==> config.mk <==
export PLATFORM = sky130hd
export DESIGN_NAME = csv_field_tokenizer
export DESIGN_NICKNAME = d
export VERILOG_FILES = /design/src/csvt_pkg.sv /design/src/csvt_decode.sv /design/src/csvt_out_buf.sv /design/src/csv_field_tokenizer.sv
export VERILOG_INCLUDE_DIRS = /design/src /design/src/src
export SDC_FILE = /design/constraint.sdc
export NUM_CORES = 1
export LEC_CHECK = 0
export BUFFER_PORTS_ARGS = -buffer_cell sky130_fd_sc_hd__buf_2
export CAP_MARGIN = 0
export CORE_MARGIN = 4
export CORE_UTILIZATION = 34
export DETAILED_ROUTE_END_ITERATION = 10
export HOLD_SLACK_MARGIN = 0.08
export PLACE_DENSITY = 0.55
export SLEW_MARGIN = 10
export SYNTH_ARGS = -nofsm -noshare
export SYNTH_HDL_FRONTEND = slang
export SYNTH_SLANG_ARGS = --single-unit
export TNS_END_PERCENT = 20
==> constraint.sdc <==
create_clock -name clk -period 4.9 [get_ports clk]
set_input_delay 0.98 -clock clk [delete_from_list [all_inputs] [get_ports clk]]
set_output_delay 0.98 -clock clk [all_outputs]
set_load 0.03 [all_outputs]
==> src/assert_macros.svh <==
// Assertion macros used by the tokenizer RTL.
`ifndef ASSERT_MACROS_SVH
`define ASSERT_MACROS_SVH

// Property must hold at every clock edge outside reset.
`define CSVT_ASSERT(lbl, prop, msg) \
    lbl: assert property (@(posedge clk) disable iff (!rst_n) (prop)) else $error(msg);

// Expression must never be true outside reset.
`define CSVT_NEVER(lbl, expr, msg) \
    lbl: assert property (@(posedge clk) disable iff (!rst_n) !(expr)) else $error(msg);

`endif

==> src/csvt_pkg.sv <==
// Types and constants for the CSV field tokenizer.
`default_nettype none
package csvt_pkg;

    localparam logic [7:0] CH_QUOTE = 8'h22;
    localparam logic [7:0] CH_COMMA = 8'h2C;
    localparam logic [7:0] CH_LF    = 8'h0A;
    localparam logic [7:0] CH_CR    = 8'h0D;
    localparam logic [7:0] CH_END   = 8'h00;

    typedef enum logic [2:0] {
        KIND_DATA            = 3'd0,
        KIND_FIELD_END       = 3'd1,
        KIND_RECORD_END      = 3'd2,
        KIND_TEXT_END_RECORD = 3'd3,
        KIND_TEXT_END_EMPTY  = 3'd4,
        KIND_QUOTE_ERROR     = 3'd5
    } kind_t;

    typedef struct packed {
        logic in_quoted_field;
        logic quote_pending;
        logic cr_pending;
        logic has_content;
        logic record_open;
    } parse_state_t;

    localparam parse_state_t STATE_RESET = '{default: 1'b0};

    typedef struct packed {
        kind_t      kind;
        logic [7:0] data;
        logic       last;
    } result_t;

    typedef struct packed {
        logic [1:0]   count;
        result_t      r0;
        result_t      r1;
        parse_state_t next_state;
    } decode_t;

endpackage
`default_nettype wire

==> src/csvt_decode.sv <==
// Per-byte decision logic: results and next parse state for one text byte.
`default_nettype none
module csvt_decode (
    input  wire csvt_pkg::parse_state_t state,
    input  wire logic [7:0]             text_byte,
    output csvt_pkg::decode_t           dec
);
    import csvt_pkg::*;

    typedef struct packed {
        parse_state_t st;
        logic         vld;
        kind_t        kind;
        logic [7:0]   data;
    } plain_t;

    function automatic plain_t plain_byte(parse_state_t s, logic [7:0] c);
        plain_t p;
        p.st   = s;
        p.vld  = 1'b0;
        p.kind = KIND_DATA;
        p.data = 8'h00;
        if (c == CH_QUOTE && !s.has_content) begin
            p.st.in_quoted_field = 1'b1;
            p.st.has_content     = 1'b1;
        end else if (c == CH_COMMA) begin
            p.vld  = 1'b1;
            p.kind = KIND_FIELD_END;
            p.st.has_content = 1'b0;
            p.st.record_open = 1'b1;
        end else if (c == CH_LF) begin
            p.vld  = 1'b1;
            p.kind = KIND_RECORD_END;
            p.st.has_content = 1'b0;
            p.st.record_open = 1'b0;
        end else if (c == CH_END) begin
            p.vld  = 1'b1;
            p.kind = (!s.record_open && !s.has_content) ? KIND_TEXT_END_EMPTY
                                                        : KIND_TEXT_END_RECORD;
            p.st   = STATE_RESET;
        end else if (c == CH_CR) begin
            p.st.cr_pending = 1'b1;
        end else begin
            p.vld  = 1'b1;
            p.kind = KIND_DATA;
            p.data = c;
            p.st.has_content = 1'b1;
        end
        return p;
    endfunction

    parse_state_t st_pre;
    plain_t       pl;
    logic         use_plain;
    logic         pre_vld;
    kind_t        pre_kind;
    logic [7:0]   pre_data;

    always_comb
    begin
        st_pre    = state;
        use_plain = 1'b0;
        pre_vld   = 1'b0;
        pre_kind  = KIND_DATA;
        pre_data  = 8'h00;
        if (state.in_quoted_field) begin
            if (state.quote_pending) begin
                st_pre.quote_pending = 1'b0;
                if (text_byte == CH_QUOTE) begin
                    pre_vld  = 1'b1;
                    pre_data = CH_QUOTE;
                end else begin
                    st_pre.in_quoted_field = 1'b0;
                    use_plain = 1'b1;
                end
            end else if (text_byte == CH_QUOTE) begin
                st_pre.quote_pending = 1'b1;
            end else if (text_byte == CH_END) begin
                pre_vld  = 1'b1;
                pre_kind = KIND_QUOTE_ERROR;
                st_pre   = STATE_RESET;
            end else begin
                pre_vld  = 1'b1;
                pre_data = text_byte;
                st_pre.has_content = 1'b1;
            end
        end else begin
            use_plain = 1'b1;
            if (state.cr_pending) begin
                st_pre.cr_pending = 1'b0;
                if (text_byte != CH_LF) begin
                    pre_vld  = 1'b1;
                    pre_data = CH_CR;
                    st_pre.has_content = 1'b1;
                end
            end
        end
    end

    assign pl = plain_byte(st_pre, text_byte);

    always_comb
    begin
        dec            = '0;
        dec.next_state = use_plain ? pl.st : st_pre;
        if (pre_vld && use_plain && pl.vld) begin
            dec.count = 2'd2;
            dec.r0    = '{kind: pre_kind, data: pre_data, last: 1'b0};
            dec.r1    = '{kind: pl.kind, data: pl.data, last: 1'b1};
        end else if (pre_vld) begin
            dec.count = 2'd1;
            dec.r0    = '{kind: pre_kind, data: pre_data, last: 1'b1};
        end else if (use_plain && pl.vld) begin
            dec.count = 2'd1;
            dec.r0    = '{kind: pl.kind, data: pl.data, last: 1'b1};
        end
    end

endmodule
`default_nettype wire

==> src/csvt_out_buf.sv <==
// Two-entry result buffer between the decode logic and the output channel.
`default_nettype none
`include "assert_macros.svh"
module csvt_out_buf (
    input  wire logic                 clk,
    input  wire logic                 rst_n,
    input  wire logic [1:0]           push_count,
    input  wire csvt_pkg::result_t    push_r0,
    input  wire csvt_pkg::result_t    push_r1,
    input  wire logic                 push,
    output logic                      room,
    output logic                      out_valid,
    input  wire logic                 out_stall,
    output csvt_pkg::result_t         head
);
    import csvt_pkg::*;

    result_t    slot_reg [2];
    result_t    slot_next [2];
    logic [1:0] cnt_reg;
    logic [1:0] cnt_next;
    logic [1:0] cnt_pop;
    logic       pop;
    logic [2:0] fill;

    assign out_valid = (cnt_reg != 2'd0);
    assign head      = slot_reg[0];
    assign pop       = out_valid && !out_stall;
    assign cnt_pop   = cnt_reg - {1'b0, pop};
    assign fill      = {1'b0, cnt_pop} + {1'b0, push_count};
    assign room      = (fill <= 3'd2);

    always_comb
    begin
        slot_next[0] = pop ? slot_reg[1] : slot_reg[0];
        slot_next[1] = slot_reg[1];
        cnt_next     = cnt_pop;
        if (push && push_count != 2'd0) begin
            slot_next[cnt_pop[0]] = push_r0;
            if (push_count == 2'd2) begin
                slot_next[1] = push_r1;
            end
            cnt_next = fill[1:0];
        end
    end

    always_ff @(posedge clk or negedge rst_n)
    begin
        if (!rst_n) begin
            cnt_reg <= 2'd0;
        end else begin
            cnt_reg <= cnt_next;
        end
    end

    always_ff @(posedge clk)
    begin
        slot_reg[0] <= slot_next[0];
        slot_reg[1] <= slot_next[1];
    end

    `CSVT_NEVER(a_cnt_range, cnt_reg == 2'd3, "result buffer count out of range")
    `CSVT_NEVER(a_push_room, push && !room, "push into full result buffer")
    `CSVT_ASSERT(a_pair_fits, push && push_count == 2'd2 |-> cnt_pop == 2'd0, "two results need an empty buffer")

endmodule
`default_nettype wire

==> src/csv_field_tokenizer.sv <==
// Top level of the streaming CSV field tokenizer.
// Accepts one text byte per cycle, unless in_stall is high, into an input register; the next
// cycle the byte is decoded against the parse flags and its zero, one or two results go into a
// two-entry result buffer that drives the output channel. Bytes that give one result or none
// sustain one byte per cycle while out_stall is low; a byte that gives two results (a
// dropped-back CR followed by another result) goes into the buffer as a pair, and the input
// register holds until the result buffer has room for them.
`default_nettype none
module csv_field_tokenizer (
    input  wire logic       clk,
    input  wire logic       rst_n,
    input  wire logic       in_valid,
    output logic            in_stall,
    input  wire logic [7:0] text_byte,
    output logic            out_valid,
    input  wire logic       out_stall,
    output logic [2:0]      kind,
    output logic [7:0]      field_byte,
    output logic            last
);
    import csvt_pkg::*;

    logic         in_vld_reg;
    logic         in_vld_next;
    logic [7:0]   in_byte_reg;
    parse_state_t state_reg;
    parse_state_t state_next;
    decode_t      dec;
    logic         room;
    logic         commit;
    logic         accept;
    result_t      head;

    csvt_decode u_decode (
        .state     (state_reg),
        .text_byte (in_byte_reg),
        .dec       (dec)
    );

    csvt_out_buf u_out_buf (
        .clk        (clk),
        .rst_n      (rst_n),
        .push_count (dec.count),
        .push_r0    (dec.r0),
        .push_r1    (dec.r1),
        .push       (commit),
        .room       (room),
        .out_valid  (out_valid),
        .out_stall  (out_stall),
        .head       (head)
    );

    assign commit   = in_vld_reg && room;
    assign in_stall = in_vld_reg && !commit;
    assign accept   = in_valid && !in_stall;

    assign in_vld_next = accept ? 1'b1 : (commit ? 1'b0 : in_vld_reg);
    assign state_next  = commit ? dec.next_state : state_reg;

    always_ff @(posedge clk or negedge rst_n)
    begin
        if (!rst_n) begin
            in_vld_reg <= 1'b0;
            state_reg  <= STATE_RESET;
        end else begin
            in_vld_reg <= in_vld_next;
            state_reg  <= state_next;
        end
    end

    always_ff @(posedge clk)
    begin
        if (accept) begin
            in_byte_reg <= text_byte;
        end
    end

    assign kind       = head.kind;
    assign field_byte = head.data;
    assign last       = head.last;

endmodule
`default_nettype wire
==> summary.txt, run 1 <==
Clock network
  – Worst-case clock buffer depth: 2
  – H-tree depth: 2
  – Total CTS buffers: 5
  – Cts hold-fix bufs: 0
  – Clock transition at the registers of the reported paths: approximately 0.08 ns
  – Clk sinks: 40
  – CTS tree: yes
  – Clock latency on the worst-skew pair: approximately 0.29 ns
  – CTS root buffer: clkbuf_8

Logic synthesis
  – Synthesized instance count: roughly 260
  – Top-count cell post-synth: nand2_1
  – Top cells by area, synth: edfxtp_1 (24%), dfxtp_1 (9.7%), dfrtp_1 (8.1%), nand2_1 (6.1%), a21oi_1 (3.8%)
  – Commonest cells in the netlist: nand2_1 (40), edfxtp_1 (20), a21oi_1 (19)
  – Flops & latches, synth: 40
  – Ys flop type: edfxtp_1
  – Synthesized Nets: ~280
  – Post-synth EDFFs: 20
  – Syn. warnings: 0
  – Ys async rst share: 0.2000
  – Post-synthesis sequential area ratio: 0.4202
  – Post-synth cell types: 60
  – Synth top area share: 0.2424
  – Largest area contributor in the netlist: edfxtp_1
  – Mapped Avg Cell Area: 9.384 µm²
  – Area of the mapped netlist: around 2500 µm²

Power
  – Lkg Pwr: 1.161 nW
  – Total design power: ~2.3 mW
  – Max VDD drop: around 0.21 mV
  – Pwr per Cell Area: about 810 nW/µm²

Critical path
  – Worst path max stage delay: ~0.5 ns
  – Critical path class: flop to output pin
  – Reg-to-reg startpoint: in_byte_reg[2]
  – Critical path cell sequence: nor4b_4 > nand3_2 > inv_1 > ha_1 > nand2_1 > o21ai_1 > nor3_2 > nor2_1 > ha_1 > inv_1 > fa_1 > o21ai_2 > nand2_1 > inv_1 > buf_2
  – Worst setup EP type: output pin
  – CP most frequent cell: inv_1
  – Critical path data required time: approximately 3.9 ns
  – CP delay by family, top: simple AND/OR/NAND/NOR gates
  – Buf/Inv on CP: 4
  – Critical Path AT: approximately 3.6 ns
  – Crit Path Max Fanout: 5
  – CP Launch Point: in_byte_reg[2]
  – Worst path slowest cell: edfxtp_1
  – Worst Setup Start Kind: flop

Layout
  – Non-Filler Instances: between 300 and 400
  – Layout area overhead: 13.18%
  – Cell area after layout: ~2800 µm²
  – Layout cell share with drive strength beyond 1: 0.2483
  – Ant. Diodes: 0
  – Net count, final: between 300 and 400

Flow run
  – Max Cap Viol: 0

STA
  – Fin crit share: 0.9357
  – # setup viols final: 0
  – Final hold violations: 0
  – Tightest Pin Transition: between 0.9 and 1 ns
  – Max Clock Skew: 0.008279 ns
  – Slew margin rel.: 0.3770
  – Peak Freq: between 0.2 and 0.25 GHz
  – Minimum clock period: approximately 4.6 ns
  – Max-slew violations: 0

Placed design
  – IO Port Bufs: 25
  – Placed wire-length estimate: around 4400 µm
  – Inst Count DP: roughly 370
  – Placed Area: ~2600 µm²
  – GPL Wtd Cong: between 0.9 and 1

Route
  – Routed WL: about 5800 µm
  – Initial drt markers: 121
  – Drt wl/cell: approximately 15 µm
  – Antenna violation net count after detailed routing: 0
  – DRC violations left: 0
  – DRT Pass-1 Iters: 4
  – Via Count: 1,979
  – Via density: 5.127

GRT
  – Largest net degree at the start of global routing: 22
  – Grt total ovfl: 0
  – Initial antenna violation count: 0
  – First-pass GRT wire length: 9528 µm
  – GRT Overall Usage: 0.1380
  – Vias in the first global route: between 1,500 and 2,000

Worst hold path
  – Hold Path Class: flop to flop
  – Hold wc startpoint: u_out_buf.slot_reg[0][4]

Floorplan
  – Row cnt: 30
  – Starting Density: 0.3568
  – Die X: roughly 93 µm
  – Die ar.: between 8000 and 9000 µm²
  – Core area: 6944 µm²
  – Die Y: between 90 and 100 µm
  – # IOs: 26

Status
  – Outcome: finished clean
-- placed cells by master (no fill, tap or decap), types with 5 or more instances in the layout --
master	instances
and3_1	5
clkbuf_8	5
a21oi_1	19
dfxtp_1	12
nand2_1	40
buf_4	17
inv_1	16
buf_2	25
o21a_1	5
nand3_1	6
o22ai_1	5
o21ai_0	14
nor2_1	15
dfrtp_1	8
edfxtp_1	20
-- path summary, 6_finish.rpt --
kind                                       endpoint  slack [ns]  cells past startpoint
max in group asynchronous      u_out_buf.cnt_reg[0]        4.21                      1
min in group asynchronous              state_reg[1]        0.52                      1
setup / recovery                           in_stall        0.32                     15
hold / removal             u_out_buf.slot_reg[0][4]        0.50                      2
hold reg to reg            u_out_buf.slot_reg[0][4]        0.50                      2
setup reg to reg           u_out_buf.slot_reg[0][8]        0.88                     15
-- cell type report --
class | count | area (µm²)
Fill cell | 696 | 4140
Tap cell | 96 | 120.1
Sequential cell | 40 | 1041
Multi-Input combinational cell | 183 | 1220
Timing Repair Buffer | 42 | 252.7
Clock buffer | 6 | 93.84
Inverter | 17 | 63.81
Clock inverter | 2 | 12.51
-- report_power, final --
group	internal (mW)	switching, mW
combinational	0.499	0.833
clock	0.130	0.120
sequential	0.575	0.105
total	1.20	1.06
-- routing by layer --
metal | wire (µm) | GRT usage | share of wire | up-vias
li1 | - | - | - | 981
met1 | 2707 | 0.1989 | 0.47 | 913
met2 | 2663 | 0.2031 | 0.46 | 77
met3 | 366 | 0.03057 | 0.063 | 8
met4 | 78 | 0.04640 | 0.013 | 0
met5 | 0 | 0 | 0 | -
-- worst reg2reg max path: cells and delay by family (launching register included) --
family          cells  cell delay [ns]
compound gates      5             1.29
simple gates        5             1.07
fa+ha+maj           3             0.94
flops               1             0.49
buf+inv             2             0.18
-- what timing repair did --
item | in CTS | in global routing
gates resized for setup | 0 | 4
setup buffers | 0 | 9
endpoints found under the setup margin | 0 | 1
-- logic make-up (layout without fill, tap and decap cells) --
| logic type | Yosys count | count (layout) | share of synthesized area |
|---|---|---|---|
| xor gates and xnor gates | 2 | 2 | 0.007072 |
| adders and majority gates | 5 | 5 | 0.02828 |
| DFF | 40 | 40 | 0.4202 |
| and+or+nand+nor | 98 | 98 | 0.2202 |
| buffers and inverters | 41 | 67 | 0.09091 |
| AOI/OAI and AO/OA | 74 | 74 | 0.2172 |
| muxes | 4 | 4 | 0.01616 |
-- through the flow --
| step | setup slack, ns | utilization | setup TNS [ns] | hold slack (ns) |
|---|---|---|---|---|
| finish | 0.3152 | 0.4038 | 0 | 0.5000 |
| global route | -0.01879 | 0.4038 | -0.01879 | 0.5279 |
| CTS | 0.04933 | 0.3928 | 0 | 0.5044 |
| detailed placement | 0.3955 | 0.3775 | 0 | 0.4928 |
| global placement | 0.4625 | 0.3775 | 0 | 0.4867 |
| floorplan | 0.7346 | - | 0 | 0.4749 |
Note: power is estimated with default switching activity, not from simulation.
==> run 2, diff against run 1 <==
==> constraint.sdc (replaced) <==
create_clock -name clk -period 4.9 [get_ports clk]
set_input_delay 0.98 -clock clk [delete_from_list [all_inputs] [get_ports clk]]
set_output_delay 0.98 -clock clk [all_outputs]
set_load 0.005 [all_outputs]
==> run 2 against run 1 <==
Compared with the run above:
- maximum frequency shrank 1.2%
- final cell count shrank 0.52%
- sequential power is essentially flat
- final area shrank 0.58%
- global-route usage shrank 0.39 points
- utilization shrank 0.23 points
- hold slack gained 0.0037 ns
- clock skew shrank 0.0030 ns
- combinational power shrank 14%
- die area is the same
==> summary.txt, run 2 (synthesized netlist as in run 1, its figures left out) <==
Status
  – Outcome: finished clean (unchanged)

STA
  – Fin crit share: 0.9467 (was 0.9357)
  – Final hold violations: 0 (unchanged)
  – Slew margin rel.: 0.3890 (was 0.3770)
  – Fin worst setup slack: 0.2610 ns (was 0.3152 ns)
  – Max Clock Skew: 0.005312 ns (was 0.008279 ns)
  – Tightest Pin Transition: 0.9143 ns (was 0.9322 ns)
  – Max-slew violations: 0 (unchanged)
  – Minimum clock period: 4.639 ns (was 4.585 ns)
  – # setup viols final: 0 (unchanged)
  – Peak Freq: 0.2156 GHz (was 0.2181 GHz)
  – Setup_tns: 0 ns (unchanged)

Floorplan
  – Die X: 93.36 µm (unchanged)
  – Row cnt: 30 (unchanged)
  – # IOs: 26 (unchanged)
  – Die Y: 93.36 µm (unchanged)
  – Die ar.: 8716 µm² (unchanged)
  – Core area: 6944 µm² (unchanged)
  – Starting Density: 0.3568 (unchanged)

Power
  – Pwr per Cell Area: 755.3 nW/µm² (was 806.9 nW/µm²)
  – Comb power frac: 0.548 (was 0.589)
  – Switching pwr: 0.9146 mW (was 1.058 mW)
  – Lkg Pwr: 1.150 nW (was 1.161 nW)
  – Seq pwr share: 0.324 (was 0.300)
  – Pint: 1.191 mW (was 1.204 mW)
  – Clock Power Share: 0.128 (was 0.111)
  – Sw Share: 0.4344 (was 0.4679)
  – Max VDD drop: 0.2383 mV (was 0.2116 mV)
  – Total design power: 2.106 mW (was 2.262 mW)

Route
  – DRT Pass-1 Iters: 4 (unchanged)
  – Drt wl/cell: 14.40 µm (was 15.07 µm)
  – Via density: 5.047 (was 5.127)
  – Antenna violation net count after detailed routing: 0 (unchanged)
  – Initial drt markers: 157 (was 121)
  – DRC violations left: 0 (unchanged)
  – Via Count: 1,938 (was 1,979)
  – Routed WL: 5529 µm (was 5816 µm)

Placed design
  – GPL Wtd Cong: 0.9985 (was 0.9239)
  – IO Port Bufs: 25 (unchanged)
  – Placed wire-length estimate: 4157 µm (was 4440 µm)
  – Pre-CTS setup slack: 0.3838 ns (was 0.3955 ns)

Clock network
  – Worst-case clock buffer depth: 2 (unchanged)
  – Cts hold-fix bufs: 0 (unchanged)
  – Clk sinks: 40 (unchanged)
  – CTS tree: yes (unchanged)
  – CTS root buffer: clkbuf_8 (unchanged)
  – Clock transition at the registers of the reported paths: 0.08 ns (about the same)
  – Total CTS buffers: 5 (unchanged)
  – Clock latency on the worst-skew pair: 0.30 ns (was 0.29 ns)
  – H-tree depth: 2 (unchanged)

Layout
  – Net count, final: 304 (was 306)
  – Layout area overhead: 12.53% (was 13.18%)
  – Ant. Diodes: 0 (unchanged)
  – Most frequent cells in the layout: nand2_1 (40), buf_2 (25), edfxtp_1 (20) (unchanged)
  – Layout cell share with drive strength beyond 1: 0.2396 (was 0.2483)
  – Fill cells: 691 (was 696)
  – Most common cell after layout, fill and taps aside: nand2_1 (unchanged)

Critical path
  – Critical path data required time: 3.92 ns (about the same)
  – Worst Setup Start Kind: flop (unchanged)
  – Critical path class: flop to output pin (unchanged)
  – Critical Path AT: 3.66 ns (was 3.60 ns)
  – Crit Path Max Fanout: 5 (unchanged)
  – Worst setup EP type: output pin (unchanged)

Flow run
  – Max Cap Viol: 0 (unchanged)

GRT
  – Largest net degree at the start of global routing: 22 (unchanged)
  – Top Usage Layer GRT: met1 (was met2)
  – Vias in the first global route: 1,810 (was 1,828)
  – First-pass GRT wire length: 9280 µm (was 9528 µm)
  – Grt total ovfl: 0 (unchanged)
  – GR Layer Usage met3: 0.03218 (was 0.03057)
  – Initial antenna violation count: 0 (unchanged)
  – GRT Overall Usage: 0.1342 (was 0.1380)
  – GRT met2 Usage: 0.1924 (was 0.2031)
  – Met1 GRT Util: 0.1981 (was 0.1989)

Worst hold path
  – Hold Path Class: flop to flop (unchanged)
-- run 2: cell types whose count changed in the layout (fill, tap and decap cells not counted), sizes merged --
| cell | previous run | this run |
|---|---|---|
| buf | 42 | 40 |
| bufinv | 0 | 1 |
| clkbuf | 6 | 5 |
-- run 2: path summary, 6_finish.rpt --
check / start / to / slack [ns] / cells after the start
setup / recovery: in_byte_reg[2] / in_stall / 0.26 / 15
hold / removal: u_out_buf.slot_reg[0][4] / u_out_buf.slot_reg[0][4] / 0.50 / 2
max in group asynchronous: rst_n / u_out_buf.cnt_reg[0] / 4.21 / 1
min in group asynchronous: rst_n / state_reg[0] / 0.52 / 1
hold reg to reg: u_out_buf.slot_reg[0][4] / u_out_buf.slot_reg[0][4] / 0.50 / 2
setup reg to reg: in_byte_reg[2] / u_out_buf.slot_reg[0][8] / 0.50 / 15
-- run 2: per-layer routing --
metal / share of wire / vias to the layer above
met5: 0 / -
met4: 0.018 / 0
met3: 0.064 / 11
met2: 0.44 / 66
met1: 0.48 / 879
li1: - / 982
-- run 2: cell type report --
cell class,count,area (µm²),share of cell area
Multi-Input combinational cell,183,1214,0.4354
Sequential cell,40,1041,0.3734
Timing Repair Buffer,40,237.7,0.08528
Tap cell,96,120.1,0.04309
Clock buffer,5,68.82,0.02469
Inverter,17,63.81,0.02289
Clock inverter,3,42.54,0.01526
-- run 2: critical path, stage by stage (launching register included) --
cell	delay (ns)
edfxtp_1	0.49
nor4b_4	0.37
nand3_1	0.21
inv_1	0.16
ha_1	0.29
nand2_1	0.12
o21ai_0	0.19
nor3_2	0.29
nor2_1	0.07
ha_1	0.18
inv_1	0.06
fa_1	0.43
o21ai_1	0.22
nand2_1	0.11
inv_1	0.06
buf_2	0.10
-- run 2: power by group through the flow --
stage / combinational (mW) / clock, mW / sequential (mW)
floorplan: 0.945 / 0 / 0.654
global placement: 1.11 / 0 / 0.694
detailed placement: 1.11 / 0 / 0.699
CTS: 1.12 / 0.276 / 0.691
global route: 1.29 / 0.297 / 0.702
finish: 1.15 / 0.269 / 0.682
-- run 2: stage by stage --
| stage | instances | area (µm²) | hold slack (ns) | utilization |
|---|---|---|---|---|
| 5_1_grt | 384 | 2788 | 0.5195 | 0.4014 |
| 6_report | 384 | 2788 | 0.5037 | 0.4014 |
| 3_5_place_dp | 366 | 2599 | 0.4941 | 0.3742 |
| 4_1_cts | 374 | 2710 | 0.5063 | 0.3903 |
| 2_1_floorplan | 264 | 2477 | 0.4749 | - |
| 3_3_place_gp | 366 | 2599 | 0.4858 | 0.3742 |
-- run 2: what timing repair did --
item / in CTS / in global routing
resized for setup: 0 / 2
endpoints found under the setup margin: 0 / 1
setup buffers: 0 / 10
endpoints found under the hold margin: 0 / 0
==> run 3, diff against run 2 <==
--- a/config.mk
+++ b/config.mk
@@ -8,7 +8,6 @@
 export LEC_CHECK = 0
 export BUFFER_PORTS_ARGS = -buffer_cell sky130_fd_sc_hd__buf_2
 export CAP_MARGIN = 0
-export CORE_MARGIN = 4
 export CORE_UTILIZATION = 34
 export DETAILED_ROUTE_END_ITERATION = 10
 export HOLD_SLACK_MARGIN = 0.08
==> run 3 against run 2 <==
Compared with the run above:
- utilization down 0.33 points
- first-iteration DRC count is 36% lower
- global-route usage up 2.8 points
- final area down 1.3%
- final cell count is 1.3% lower
- register-to-register slack worse by 0.02 ns
- maximum frequency increased by 0.68%
- critical endpoint unchanged
- largest power group unchanged
- combinational power barely moved
- via count grew 2.6%
- critical path depth fell by 1
==> summary.txt, run 3 (synthesized netlist as in run 1, its figures left out) <==
GRT
  – GRT met2 Usage: 0.2422 (was 0.1924)
  – Top Usage Layer GRT: met2 (was met1)
  – GR Layer Usage met3: 0.03412 (was 0.03218)
  – Largest net degree at the start of global routing: 22 (unchanged)
  – Initial antenna violation count: 0 (unchanged)
  – Vias in the first global route: 1,802 (was 1,810)
  – Grt total ovfl: 0 (unchanged)
  – GRT Overall Usage: 0.1625 (was 0.1342)
  – Met1 GRT Util: 0.2235 (was 0.1981)
  – First-pass GRT wire length: 9315 µm (was 9280 µm)

Critical path
  – Crit Path Max Fanout: 7 (was 5)
  – Worst setup EP type: output pin (unchanged)
  – Critical Path AT: 3.63 ns (was 3.66 ns)
  – Worst Setup Start Kind: flop (unchanged)
  – Critical path data required time: 3.92 ns (about the same)
  – Worst path max stage delay: 0.51 ns (was 0.49 ns)
  – Worst path slowest cell: edfxtp_1 (unchanged)
  – Critical path cell sequence: nor4b_4 > nand3_1 > ha_1 > nor2_4 > o21ai_0 > nor3_2 > nor2_1 > ha_1 > inv_1 > fa_1 > o21ai_2 > nand2_1 > inv_1 > buf_2 (was nor4b_4 > nand3_1 > inv_1 > ha_1 > nand2_1 > o21ai_0 > nor3_2 > nor2_1 > ha_1 > inv_1 > fa_1 > o21ai_1 > nand2_1 > inv_1 > buf_2)
  – Critical path class: flop to output pin (unchanged)

Route
  – Routed WL: 5779 µm (was 5529 µm)
  – Antenna violation net count after detailed routing: 0 (unchanged)
  – Via density: 5.245 (was 5.047)
  – DRT Pass-1 Iters: 4 (unchanged)
  – Via Count: 1,988 (was 1,938)
  – DRC violations left: 0 (unchanged)
  – Initial drt markers: 100 (was 157)
  – Drt wl/cell: 15.25 µm (was 14.40 µm)

Placed design
  – Placed wire-length estimate: 4302 µm (was 4157 µm)
  – Pre-CTS setup slack: 0.3588 ns (was 0.3838 ns)
  – GPL Wtd Cong: 0.9162 (was 0.9985)
  – IO Port Bufs: 25 (unchanged)

Floorplan
  – # IOs: 26 (unchanged)
  – Row cnt: 30 (unchanged)
  – Die Y: 87.36 µm (was 93.36 µm)
  – Core area: 6907 µm² (was 6944 µm²)
  – Die X: 87.36 µm (was 93.36 µm)
  – Starting Density: 0.3587 (was 0.3568)
  – Die ar.: 7632 µm² (was 8716 µm²)

STA
  – Setup_tns: 0 ns (unchanged)
  – Max-slew violations: 0 (unchanged)
  – Final hold violations: 0 (unchanged)
  – Fin crit share: 0.9404 (was 0.9467)
  – Fin worst setup slack: 0.2922 ns (was 0.2610 ns)
  – # setup viols final: 0 (unchanged)
  – Max Clock Skew: 0.006081 ns (was 0.005312 ns)
  – RSZ-0062 raised after global routing: false
  – Peak Freq: 0.2170 GHz (was 0.2156 GHz)
  – Hold_ws: 0.4971 ns (was 0.5037 ns)
  – Slew margin rel.: 0.3900 (was 0.3890)
  – Minimum clock period: 4.608 ns (was 4.639 ns)
  – Tightest Pin Transition: 0.9129 ns (was 0.9143 ns)

Clock network
  – Clk sinks: 40 (unchanged)
  – CTS root buffer: clkbuf_8 (unchanged)
  – Clock latency on the worst-skew pair: 0.30 ns (about the same)
  – Clock transition at the registers of the reported paths: 0.09 ns (was 0.08 ns)
  – Total CTS buffers: 5 (unchanged)
  – CTS tree: yes (unchanged)
  – Worst-case clock buffer depth: 2 (unchanged)
  – H-tree depth: 2 (unchanged)

Flow run
  – Max Cap Viol: 0 (unchanged)

Layout
  – Most frequent cells in the layout: nand2_1 (40), buf_2 (25), edfxtp_1 (20) (unchanged)
  – Ant. Diodes: 0 (unchanged)
  – Layout cell share with drive strength beyond 1: 0.2261 (was 0.2396)
  – Net count, final: 299 (was 304)
  – Most common cell after layout, fill and taps aside: nand2_1 (unchanged)
  – Layout area overhead: 11.01% (was 12.53%)

Power
  – Pwr per Cell Area: 767.7 nW/µm² (was 755.3 nW/µm²)
  – Max VDD drop: 0.2539 mV (was 0.2383 mV)
  – Lkg Pwr: 1.129 nW (was 1.150 nW)
  – Total design power: 2.111 mW (was 2.106 mW)

Worst hold path
  – Hold Path Class: flop to flop (unchanged)

Status
  – Outcome: finished clean (unchanged)
[run 3: changes by cell type in the layout (fill, tap and decap cells not counted)]
cell | before | now
ha_2 | 1 | 0
o21ai_2 | 0 | 1
clkinv_2 | 1 | 0
buf_4 | 15 | 10
o21ai_1 | 1 | 0
inv_6 | 0 | 1
clkbuf_16 | 0 | 1
ha_1 | 3 | 4
bufinv_16 | 1 | 0
[run 3: timing repair]
action / CTS / global route
endpoints found under the setup margin: 0 / 1
gates resized for setup: 0 / 2
setup buffers: 0 / 5
hold buffers: 0 / 0
[run 3: final cells by class]
class | count | area, µm²
clock buffers | 6 | 93.84
clock inverters | 2 | 16.27
fillers | 711 | 4156
inverters | 17 | 63.81
multi-input cells | 183 | 1215
flip-flops and latches | 40 | 1041
well taps | 96 | 120.1
repair buffers | 35 | 200.2
[run 3: through the flow]
stage,instance area (µm²),cells,util
floorplan,2477,264,-
global placement,2599,366,0.3763
detailed placement,2599,366,0.3763
CTS,2709,374,0.3922
global route,2750,379,0.3982
finish,2750,379,0.3982
[run 3: routing by layer]
layer | wire, µm | vias to the layer above
li1 | - | 970
met1 | 2691 | 922
met2 | 2603 | 86
met3 | 340 | 10
met4 | 143 | 0
met5 | 0 | -
[run 3: path summary, 6_finish.rpt]
path	startpoint	to	slack, ns	cells past startpoint
worst max register to register	in_byte_reg[3]	u_out_buf.slot_reg[0][8]	0.48	15
worst max-delay path	in_byte_reg[3]	in_stall	0.29	14
min in group asynchronous	rst_n	in_vld_reg	0.51	1
max in group asynchronous	rst_n	u_out_buf.cnt_reg[1]	4.22	1
worst min register to register	u_out_buf.slot_reg[0][4]	u_out_buf.slot_reg[0][4]	0.50	2
worst min-delay path	u_out_buf.slot_reg[0][4]	u_out_buf.slot_reg[0][4]	0.50	2
[run 3: worst max-delay path, delay by kind of cell (launching register included)]
| kind | cells | cell delay [ns] |
|---|---|---|
| compound gates | 2 | 0.38 |
| fa+ha+maj | 3 | 0.99 |
| simple gates | 6 | 1.22 |
| buf+inv | 3 | 0.22 |
| flops | 1 | 0.51 |
[run 3: power breakdown]
group	switching [mW]	leakage (nW)	internal, mW
clock network	0.131	0.0530	0.133
logic	0.702	0.684	0.459
registers	0.112	0.392	0.575
total	0.945	1.13	1.17
